<file path="src/sv/lrupe_pkg.sv">
`default_nettype none

package lrupe_pkg;

    // Fixed field widths of the stream payload
    localparam int ID_FIELD_W  = 8;
    localparam int CNT_FIELD_W = 4;
    localparam int S_TDATA_W   = 24;
    localparam int M_TDATA_W   = 24;

    // Command codes carried in the slave tuser
    localparam logic CMD_ACCESS = 1'b0;
    localparam logic CMD_EVICT  = 1'b1;

    typedef enum logic [1:0] {
        S_IDLE,
        S_CMP,
        S_UPD
    } t_state;

    // Controller to datapath strobes
    typedef struct packed {
        logic load;   // capture the input transfer
        logic cmp;    // register per-entry compare flags
        logic upd;    // apply list update, load result register
    } t_dp_cmd;

endpackage

`default_nettype wire

</file>
<file path="src/sv/lrupe_ctrl.sv">
`default_nettype none

module lrupe_ctrl (
    input  wire                 i_clk,
    input  wire                 i_rst_n,
    input  wire                 i_in_valid,
    output logic                o_in_ready,
    output logic                o_out_valid,
    input  wire                 i_out_ready,
    output lrupe_pkg::t_dp_cmd  o_cmd
);

    lrupe_pkg::t_state r_state, n_state;
    logic              r_out_valid, n_out_valid;
    logic              can_write;

    assign can_write = !r_out_valid || i_out_ready;

    always_ff @(posedge i_clk) begin
        if (!i_rst_n) begin
            r_state     <= lrupe_pkg::S_IDLE;
            r_out_valid <= 1'b0;
        end else begin
            r_state     <= n_state;
            r_out_valid <= n_out_valid;
        end
    end

    always_comb begin
        n_state     = r_state;
        n_out_valid = r_out_valid && !i_out_ready;
        o_in_ready  = 1'b0;
        o_cmd       = '0;
        case (r_state)
            lrupe_pkg::S_IDLE: begin
                o_in_ready = 1'b1;
                if (i_in_valid) begin
                    o_cmd.load = 1'b1;
                    n_state    = lrupe_pkg::S_CMP;
                end
            end
            lrupe_pkg::S_CMP: begin
                o_cmd.cmp = 1'b1;
                n_state   = lrupe_pkg::S_UPD;
            end
            lrupe_pkg::S_UPD: begin
                // wait here while the previous result is still held
                if (can_write) begin
                    o_cmd.upd   = 1'b1;
                    n_out_valid = 1'b1;
                    o_in_ready  = 1'b1;
                    if (i_in_valid) begin
                        o_cmd.load = 1'b1;
                        n_state    = lrupe_pkg::S_CMP;
                    end else begin
                        n_state = lrupe_pkg::S_IDLE;
                    end
                end
            end
            default: begin
                n_state = lrupe_pkg::S_IDLE;
            end
        endcase
    end

    assign o_out_valid = r_out_valid;

endmodule

`default_nettype wire

</file>
<file path="src/sv/lrupe_dp.sv">
`default_nettype none

module lrupe_dp #(
    parameter int CAPACITY = 8,
    parameter int ID_BITS  = 8
) (
    input  wire                                   i_clk,
    input  wire                                   i_rst_n,
    input  lrupe_pkg::t_dp_cmd                    i_cmd,
    input  wire                                   i_op,
    input  wire  [lrupe_pkg::ID_FIELD_W-1:0]      i_entry_id,
    input  wire                                   i_needs_fill,
    input  wire  [lrupe_pkg::ID_FIELD_W-1:0]      i_current_id,
    output logic                                  o_evicted_valid,
    output logic [lrupe_pkg::ID_FIELD_W-1:0]      o_evicted_id,
    output logic                                  o_dropped_valid,
    output logic [lrupe_pkg::ID_FIELD_W-1:0]      o_dropped_id,
    output logic                                  o_found,
    output logic [lrupe_pkg::CNT_FIELD_W-1:0]     o_fill_count
);

    localparam int CW  = $clog2(CAPACITY + 1);
    localparam int IXW = (ID_BITS > lrupe_pkg::ID_FIELD_W) ? ID_BITS : lrupe_pkg::ID_FIELD_W;
    localparam int CXW = (CW > lrupe_pkg::CNT_FIELD_W) ? CW : lrupe_pkg::CNT_FIELD_W;

    // latched transfer
    logic               r_op;
    logic               r_fill;
    logic [ID_BITS-1:0] r_id;
    logic [ID_BITS-1:0] r_cur;

    logic [IXW-1:0]     id_ext, cur_ext;

    // list, most recent first
    logic [ID_BITS-1:0] r_list [CAPACITY];
    logic [ID_BITS-1:0] n_list [CAPACITY];
    logic [CW-1:0]      r_cnt, n_cnt;

    // compare flags
    logic [CAPACITY-1:0] r_match, n_match;
    logic [CAPACITY-1:0] r_unp, n_unp;

    logic [CAPACITY:0]   hi;           // an unpinned entry at or below this position
    logic [CAPACITY-1:0] match_above;  // a match above this position
    logic [CAPACITY-1:0] ev_hot;
    logic [ID_BITS-1:0]  ev_sel [CAPACITY];
    logic [ID_BITS-1:0]  ev_id;
    logic [IXW-1:0]      ev_ext, dr_ext;
    logic [CXW-1:0]      cnt_ext;

    logic full, any_unp, any_match;
    logic is_evict, is_fill, is_access;

    logic                r_ev_valid, r_dr_valid, r_found;
    logic [lrupe_pkg::ID_FIELD_W-1:0] r_ev_id, r_dr_id;

    assign id_ext  = IXW'(i_entry_id);
    assign cur_ext = IXW'(i_current_id);

    assign full      = (r_cnt == CW'(CAPACITY));
    assign any_unp   = |r_unp;
    assign any_match = |r_match;
    assign is_evict  = (r_op == lrupe_pkg::CMD_EVICT);
    assign is_fill   = (r_op == lrupe_pkg::CMD_ACCESS) && r_fill;
    assign is_access = (r_op == lrupe_pkg::CMD_ACCESS) && !r_fill;

    assign hi[CAPACITY] = 1'b0;

    genvar g;
    generate
        for (g = 0; g < CAPACITY; g++) begin : g_cell
            logic               vld;
            logic               rm;
            logic               sh_fill;
            logic [ID_BITS-1:0] prev_v;
            logic [ID_BITS-1:0] next_v;
            logic [ID_BITS-1:0] upd_v;

            assign vld        = (CW'(g) < r_cnt);
            assign n_match[g] = vld && (r_list[g] == r_id);
            assign n_unp[g]   = vld && (r_list[g] != '0) && (r_list[g] != r_cur);

            assign hi[g]          = |(r_unp & ({CAPACITY{1'b1}} << g));
            assign match_above[g] = |(r_match & ~({CAPACITY{1'b1}} << g));
            assign ev_hot[g]      = r_unp[g] && !hi[g+1];
            assign rm             = !hi[g+1];
            assign ev_sel[g]      = ev_hot[g] ? r_list[g] : '0;

            if (g == 0) begin : g_head
                assign prev_v = r_id;
            end else begin : g_body
                assign prev_v = r_list[g-1];
            end
            if (g == CAPACITY - 1) begin : g_tail
                assign next_v = r_list[g];
            end else begin : g_mid
                assign next_v = r_list[g+1];
            end

            // fill shifts everything when not full or nothing goes, else only down to the gap
            assign sh_fill = !full || !any_unp || hi[g];

            always_comb begin
                upd_v = r_list[g];
                if (is_evict) begin
                    if (any_unp && rm) begin
                        upd_v = next_v;
                    end
                end else if (is_fill) begin
                    if (sh_fill) begin
                        upd_v = prev_v;
                    end
                end else begin
                    if (any_match && !match_above[g]) begin
                        upd_v = prev_v;
                    end
                end
            end

            assign n_list[g] = i_cmd.upd ? upd_v : r_list[g];

            always_ff @(posedge i_clk) begin
                r_list[g] <= n_list[g];
            end
        end
    endgenerate

    always_comb begin
        ev_id = '0;
        for (int i = 0; i < CAPACITY; i++) begin
            ev_id = ev_id | ev_sel[i];
        end
    end

    assign ev_ext  = IXW'(ev_id);
    assign dr_ext  = IXW'(r_list[CAPACITY-1]);
    assign cnt_ext = CXW'(r_cnt);

    always_comb begin
        n_cnt = r_cnt;
        if (is_evict && any_unp) begin
            n_cnt = r_cnt - CW'(1);
        end else if (is_fill && !full) begin
            n_cnt = r_cnt + CW'(1);
        end
    end

    always_ff @(posedge i_clk) begin
        if (!i_rst_n) begin
            r_cnt <= '0;
        end else if (i_cmd.upd) begin
            r_cnt <= n_cnt;
        end
    end

    always_ff @(posedge i_clk) begin
        if (i_cmd.load) begin
            r_op   <= i_op;
            r_fill <= i_needs_fill;
            r_id   <= id_ext[ID_BITS-1:0];
            r_cur  <= cur_ext[ID_BITS-1:0];
        end
        if (i_cmd.cmp) begin
            r_match <= n_match;
            r_unp   <= n_unp;
        end
        if (i_cmd.upd) begin
            r_ev_valid <= (is_evict || (is_fill && full)) && any_unp;
            r_ev_id    <= (is_evict || (is_fill && full)) ? ev_ext[lrupe_pkg::ID_FIELD_W-1:0]
                                                           : '0;
            r_dr_valid <= is_fill && full && !any_unp;
            r_dr_id    <= (is_fill && full && !any_unp) ? dr_ext[lrupe_pkg::ID_FIELD_W-1:0]
                                                         : '0;
            r_found    <= is_access && any_match;
        end
    end

    assign o_evicted_valid = r_ev_valid;
    assign o_evicted_id    = r_ev_id;
    assign o_dropped_valid = r_dr_valid;
    assign o_dropped_id    = r_dr_id;
    assign o_found         = r_found;
    assign o_fill_count    = cnt_ext[lrupe_pkg::CNT_FIELD_W-1:0];

endmodule

`default_nettype wire

</file>
<file path="src/sv/lru_list_with_pinned_eviction.sv">
// Each item passes a compare stage, then a list update stage over the register list;
// a new item can be accepted as the update is applied, and the update waits while the
// previous result has not been taken.
// Reset: synchronous, active low; clears the entry count, controller state and the
// result valid. List contents are not cleared; only positions below the count are used.
`default_nettype none

module lru_list_with_pinned_eviction #(
    parameter int CAPACITY = 8,
    parameter int ID_BITS  = 8
) (
    input  wire                                 i_clk,
    input  wire                                 i_rst_n,

    // Request stream
    input  wire                                 i_s_axis_tvalid,
    output logic                                o_s_axis_tready,
    // [7:0] entry_id, [8] needs_fill, [16:9] current_id, [23:17] zero
    input  wire  [lrupe_pkg::S_TDATA_W-1:0]     i_s_axis_tdata,
    // [0] cmd (0 access, 1 evict)
    input  wire                                 i_s_axis_tuser,

    // Result stream
    output logic                                o_m_axis_tvalid,
    input  wire                                 i_m_axis_tready,
    // [0] evicted_valid, [8:1] evicted_id, [9] dropped_valid, [17:10] dropped_id,
    // [18] found, [22:19] fill_count, [23] zero
    output logic [lrupe_pkg::M_TDATA_W-1:0]     o_m_axis_tdata
);

    lrupe_pkg::t_dp_cmd                 dp_cmd;

    logic                               ev_valid;
    logic [lrupe_pkg::ID_FIELD_W-1:0]   ev_id;
    logic                               dr_valid;
    logic [lrupe_pkg::ID_FIELD_W-1:0]   dr_id;
    logic                               found;
    logic [lrupe_pkg::CNT_FIELD_W-1:0]  fill_count;

    // Controller: sequences capture, compare and update, owns the result valid.
    lrupe_ctrl u_ctrl (
        .i_clk       (i_clk),
        .i_rst_n     (i_rst_n),
        .i_in_valid  (i_s_axis_tvalid),
        .o_in_ready  (o_s_axis_tready),
        .o_out_valid (o_m_axis_tvalid),
        .i_out_ready (i_m_axis_tready),
        .o_cmd       (dp_cmd)
    );

    // Datapath: the recency list as a row of id registers with per-entry compare
    // and a neighbor-shift mux, plus the result register.
    lrupe_dp #(
        .CAPACITY (CAPACITY),
        .ID_BITS  (ID_BITS)
    ) u_dp (
        .i_clk           (i_clk),
        .i_rst_n         (i_rst_n),
        .i_cmd           (dp_cmd),
        .i_op            (i_s_axis_tuser),
        .i_entry_id      (i_s_axis_tdata[7:0]),
        .i_needs_fill    (i_s_axis_tdata[8]),
        .i_current_id    (i_s_axis_tdata[16:9]),
        .o_evicted_valid (ev_valid),
        .o_evicted_id    (ev_id),
        .o_dropped_valid (dr_valid),
        .o_dropped_id    (dr_id),
        .o_found         (found),
        .o_fill_count    (fill_count)
    );

    // Result packing, most significant field first
    assign o_m_axis_tdata = {1'b0, fill_count, found, dr_id, dr_valid, ev_id, ev_valid};

endmodule

`default_nettype wire
</file>
<file path="config.mk">
export PLATFORM = sky130hd
export DESIGN_NAME = lru_list_with_pinned_eviction
export DESIGN_NICKNAME = d
export VERILOG_FILES = /design/src/sv/lrupe_pkg.sv /design/src/sv/lrupe_ctrl.sv /design/src/sv/lrupe_dp.sv /design/src/sv/lru_list_with_pinned_eviction.sv
export SDC_FILE = /design/constraint.sdc
export NUM_CORES = 1
export LEC_CHECK = 0
export ABC_AREA = 0
export BUFFER_PORTS_ARGS = -buffer_cell sky130_fd_sc_hd__buf_2
export CORE_MARGIN = 1.5
export CORE_UTILIZATION = 35
export DETAILED_ROUTE_END_ITERATION = 16
export GPL_TIMING_DRIVEN = 0
export HOLD_SLACK_MARGIN = 0.02
export MAX_ROUTING_LAYER = met4
export PLACE_DENSITY = 0.5
export RECOVER_POWER = 25
export REMOVE_ABC_BUFFERS = 1
export SYNTH_ARGS = -nofsm -noshare
export SYNTH_HDL_FRONTEND = slang
export SYNTH_HIERARCHICAL = 1
export SYNTH_SLANG_ARGS = --single-unit
export TNS_END_PERCENT = 1
</file>
<file path="constraint.sdc">
create_clock -name i_clk -period 7.45 [get_ports i_clk]
set_input_delay 0.745 -clock i_clk [delete_from_list [all_inputs] [get_ports i_clk]]
set_output_delay 0.745 -clock i_clk [all_outputs]
set_load 0.01 [all_outputs]
</file>
==> results.md <==
* Total Routing Usage GR at 21.65%
* Library cells used by synthesis at 62
* Area growth, synth to finish at 13.68%
* Initial antenna violation count at 0
* Routed len/inst at 23.99 um
* CTS sink count at 124
* Setup TNS at 0 ps
* CP startpoint: u_dp/is_evict
* Row cnt at 52
* Number of synthesized flops with an enable pin at 117
* Max-slew headroom at 25.93%
* Buffers on Ports at 46
* Largest net degree at the start of global routing at 22
* Clk_skew at 11.56 ps
* DP Wirelength at 15.39 mm
* Synth Register Bits at 124
* Die ar. at 0.02175 mm^2
* Area of the multi-input gates at 0.003403 mm^2
* RSZ-0062 raised after global routing: no
* Sequential Area at 0.003654 mm^2
* First-pass DRT Iterations at 5
* Crit-path cells: clkbuf_1 > inv_1 > nand3b_1 > o32ai_1 > a211oi_1 > buf_2
* Worst Path Buf+Inv at 3
* Initial DRC count at 457
* Nets@finish at 672
* Seq/Total Area, Yosys at 50.00%
* CP max stage delay at 880 ps
* Drt via density at 5.681
* Global-route wire length before repair at 33.49 mm
* Hold Path Class: primary input to register
* Hold-fix buffers, CTS at 0
* CP required at 7580 ps
* CTS buffer count at 17
* Clock Pin Slew Worst Setup and Hold Paths at 60 ps
* Worst Setup EP: u_dp/r_list[1][3]
* Clock Latency Late Sink at 430 ps
* Final max-slew violation count at 0
* Final Worst Setup Slack at 4003 ps
* Post-synth ARST share at 0%
* RePlAce Congestion at 0.9180
* Core Footprint at 0.02036 mm^2
* Synthesis Warnings at 6
* Critical path peak fanout at 19
* Crit Path Class: register to register
* Clock buffer depth at 2
* Max Cap Violations at 0
* R2r setup slk at 4000 ps
* Fillers at 1934
* H-tree Lvls at 4
* Worst R2R Start: u_dp/is_evict
* CP Launch Type: register
* Worst-margin pin slew at 1111 ps
* Top delay family on crit path: buffers and inverters
* Leakage power at 2.729 nW
* Ant. Diodes at 0
* I/O pin cnt at 55
* Die Y at 147.5 um
* Fin. Hold Viols at 0
* Crit path max-delay cell type: clkbuf_1
* Setup Fix Bufs, Post-CTS at 0
* Period utilization at 46.27%
* Number of global-route vias before repair at 5299
* Crit path depth at 6
* Max IR drop VDD at 0.1308 mV
* Mean Syn Cell Area at 11.94 um^2
* Die span in x at 147.5 um
* Post-CTS sizing at 0
* Worst Reg-to-Reg Cells at 6
* Status: completed
* Synthesized cell area at 0.007307 mm^2
* Starting Density at 35.88%
* Pre-CTS WS at 4309 ps
* R2r endpoint: u_dp/r_list[1][3]
* Post-synth top flop: edfxtp_1
* Final wirelength at 22.14 mm
* CTS tree: built
* Syn Inst Count at 612
* Root Buffer Master: clkbuf_16
* Routed Antenna Nets at 0
* Worst EP arrival at 3580 ps
* Vias at 5244
* Final setup fails at 0
* Power per cell area at 213.2 mW/mm^2
* Layout cells sized above 1 at 23.89%
* Fmax achieved at 290.1 MHz
* Residual DRC at 0
* Worst Setup End Kind: register
* Total grt overflow at 0
* Min Clock Period, post-route at 3447 ps
## logic make-up after synthesis
logic type                 count (synthesis)  share of synthesized area [%]
xor gates and xnor gates                 128                          15.34
and+or+nand+nor                          158                          12.59
muxes                                     59                          9.041
other                                      1                        0.05132
AOI/OAI and AO/OA                         87                          8.733
adders and majority gates                  3                         0.5138
buffers and inverters                     52                          3.733
DFF                                      124                          50.00
## layer usage
metal | up-vias | wire length (um) | track usage [%]
met1 | 2608 | 10090 | 28.20
met5 | - | 0 | -
met2 | 214 | 10030 | 32.61
met4 | 0 | 626 | 8.500
li1 | 2363 | - | -
met3 | 59 | 1393 | 5.154
## final cells by class
cell class,count,share of cell area (%)
repair buffers,53,3.796
clock inverters,15,1.702
flip-flops and latches,124,43.98
multi-input cells,436,40.97
inverters,8,0.3615
clock buffers,17,5.121
well taps,270,4.067
## per-stage QoR
step                utilization (%)  std cells  total power, W  hold slack, ps  cell area [um^2]
global route                  40.79        923        0.001829           471.4              8307
detailed placement            38.23        891       0.0009818           553.7              7785
floorplan                         -        568       0.0009220           479.7              7064
global placement              37.48        884       0.0009721           497.9              7632
CTS                           41.01        923        0.001785           476.6              8352
finish                        40.79        923        0.001771           486.9              8307
## worst min-delay path by stage
stage                                  start                       end  slack (ps)  cells past startpoint
after floorplan            u_ctrl/r_state[0]         u_ctrl/r_state[0]         480                      1
after global placement     u_ctrl/r_state[0]         u_ctrl/r_state[0]         500                      1
after detailed placement   u_ctrl/r_state[0]         u_ctrl/r_state[0]         550                      1
after CTS                  i_s_axis_tdata[0]  u_dp/g_cell[0].prev_v[0]         480                      1
after global routing       i_s_axis_tdata[6]  u_dp/g_cell[0].prev_v[6]         470                      1
final                     i_s_axis_tdata[16]             u_dp/r_cur[7]         490                      1
## cell usage in the layout, fill, tap and decap left out, drive strengths merged, types with 2 or more instances in the layout
cell      synthesis  final
edfxtp          117    117
xnor2            72     72
mux2             56     56
xor2             56     56
buf              33     50
nor4             34     34
nand2            31     31
o21ai            20     20
clkbuf           11     20
inv               8     20
nor2             18     18
nand4            16     16
a21oi            15     15
and3             14     14
nor2b            11     11
nor3              9      9
a221o             8      8
o211ai            8      8
a32oi             8      8
a211oi            8      8
dfxtp             7      7
or4               5      5
nand3             4      4
nand2b            3      3
mux2i             3      3
ha                3      3
clkinvlp          0      2
nor3b             2      2
a31oi             2      2
o31a              2      2
nand3b            2      2
a22oi             2      2
a21boi            2      2
a2111oi           2      2
a221oi            2      2
and2              2      2
o41ai             2      2
## power breakdown
group | internal (W) | total (W) | switching (W)
clock network | 0.000444 | 0.000804 | 0.000361
logic | 0.0000671 | 0.000130 | 0.0000626
registers | 0.000784 | 0.000837 | 0.0000534
total | 0.00129 | 0.00177 | 0.000477
## cells in the mapped netlist (11+ instances only)
library cell / n / share of area, %
a21oi_1: 15 / 1.0
mux2_2: 56 / 8.6
nand2_1: 31 / 1.6
nand4_1: 16 / 1.4
edfxtp_1: 117 / 48
clkbuf_1: 11 / 0.57
o21ai_0: 20 / 1.4
nor4_1: 33 / 2.8
nor2b_1: 11 / 0.94
xor2_1: 56 / 6.7
and3_1: 14 / 1.2
nor2_1: 18 / 0.92
buf_2: 23 / 1.6
xnor2_1: 72 / 8.6
## registers in the layout, summed over array words and instances, names as in the netlist, 2 cells and up
name / flops
u_dp/o_dropped_id: 8
u_dp/r_unp: 8
u_dp/r_match: 8
u_dp/o_fill_count: 4
u_ctrl/r_state: 2
u_dp/r_cur: 8
u_dp/r_list: 64
u_dp/g_cell.prev_v: 8
u_dp/o_evicted_id: 8
Note: power is estimated with default switching activity, not from simulation.
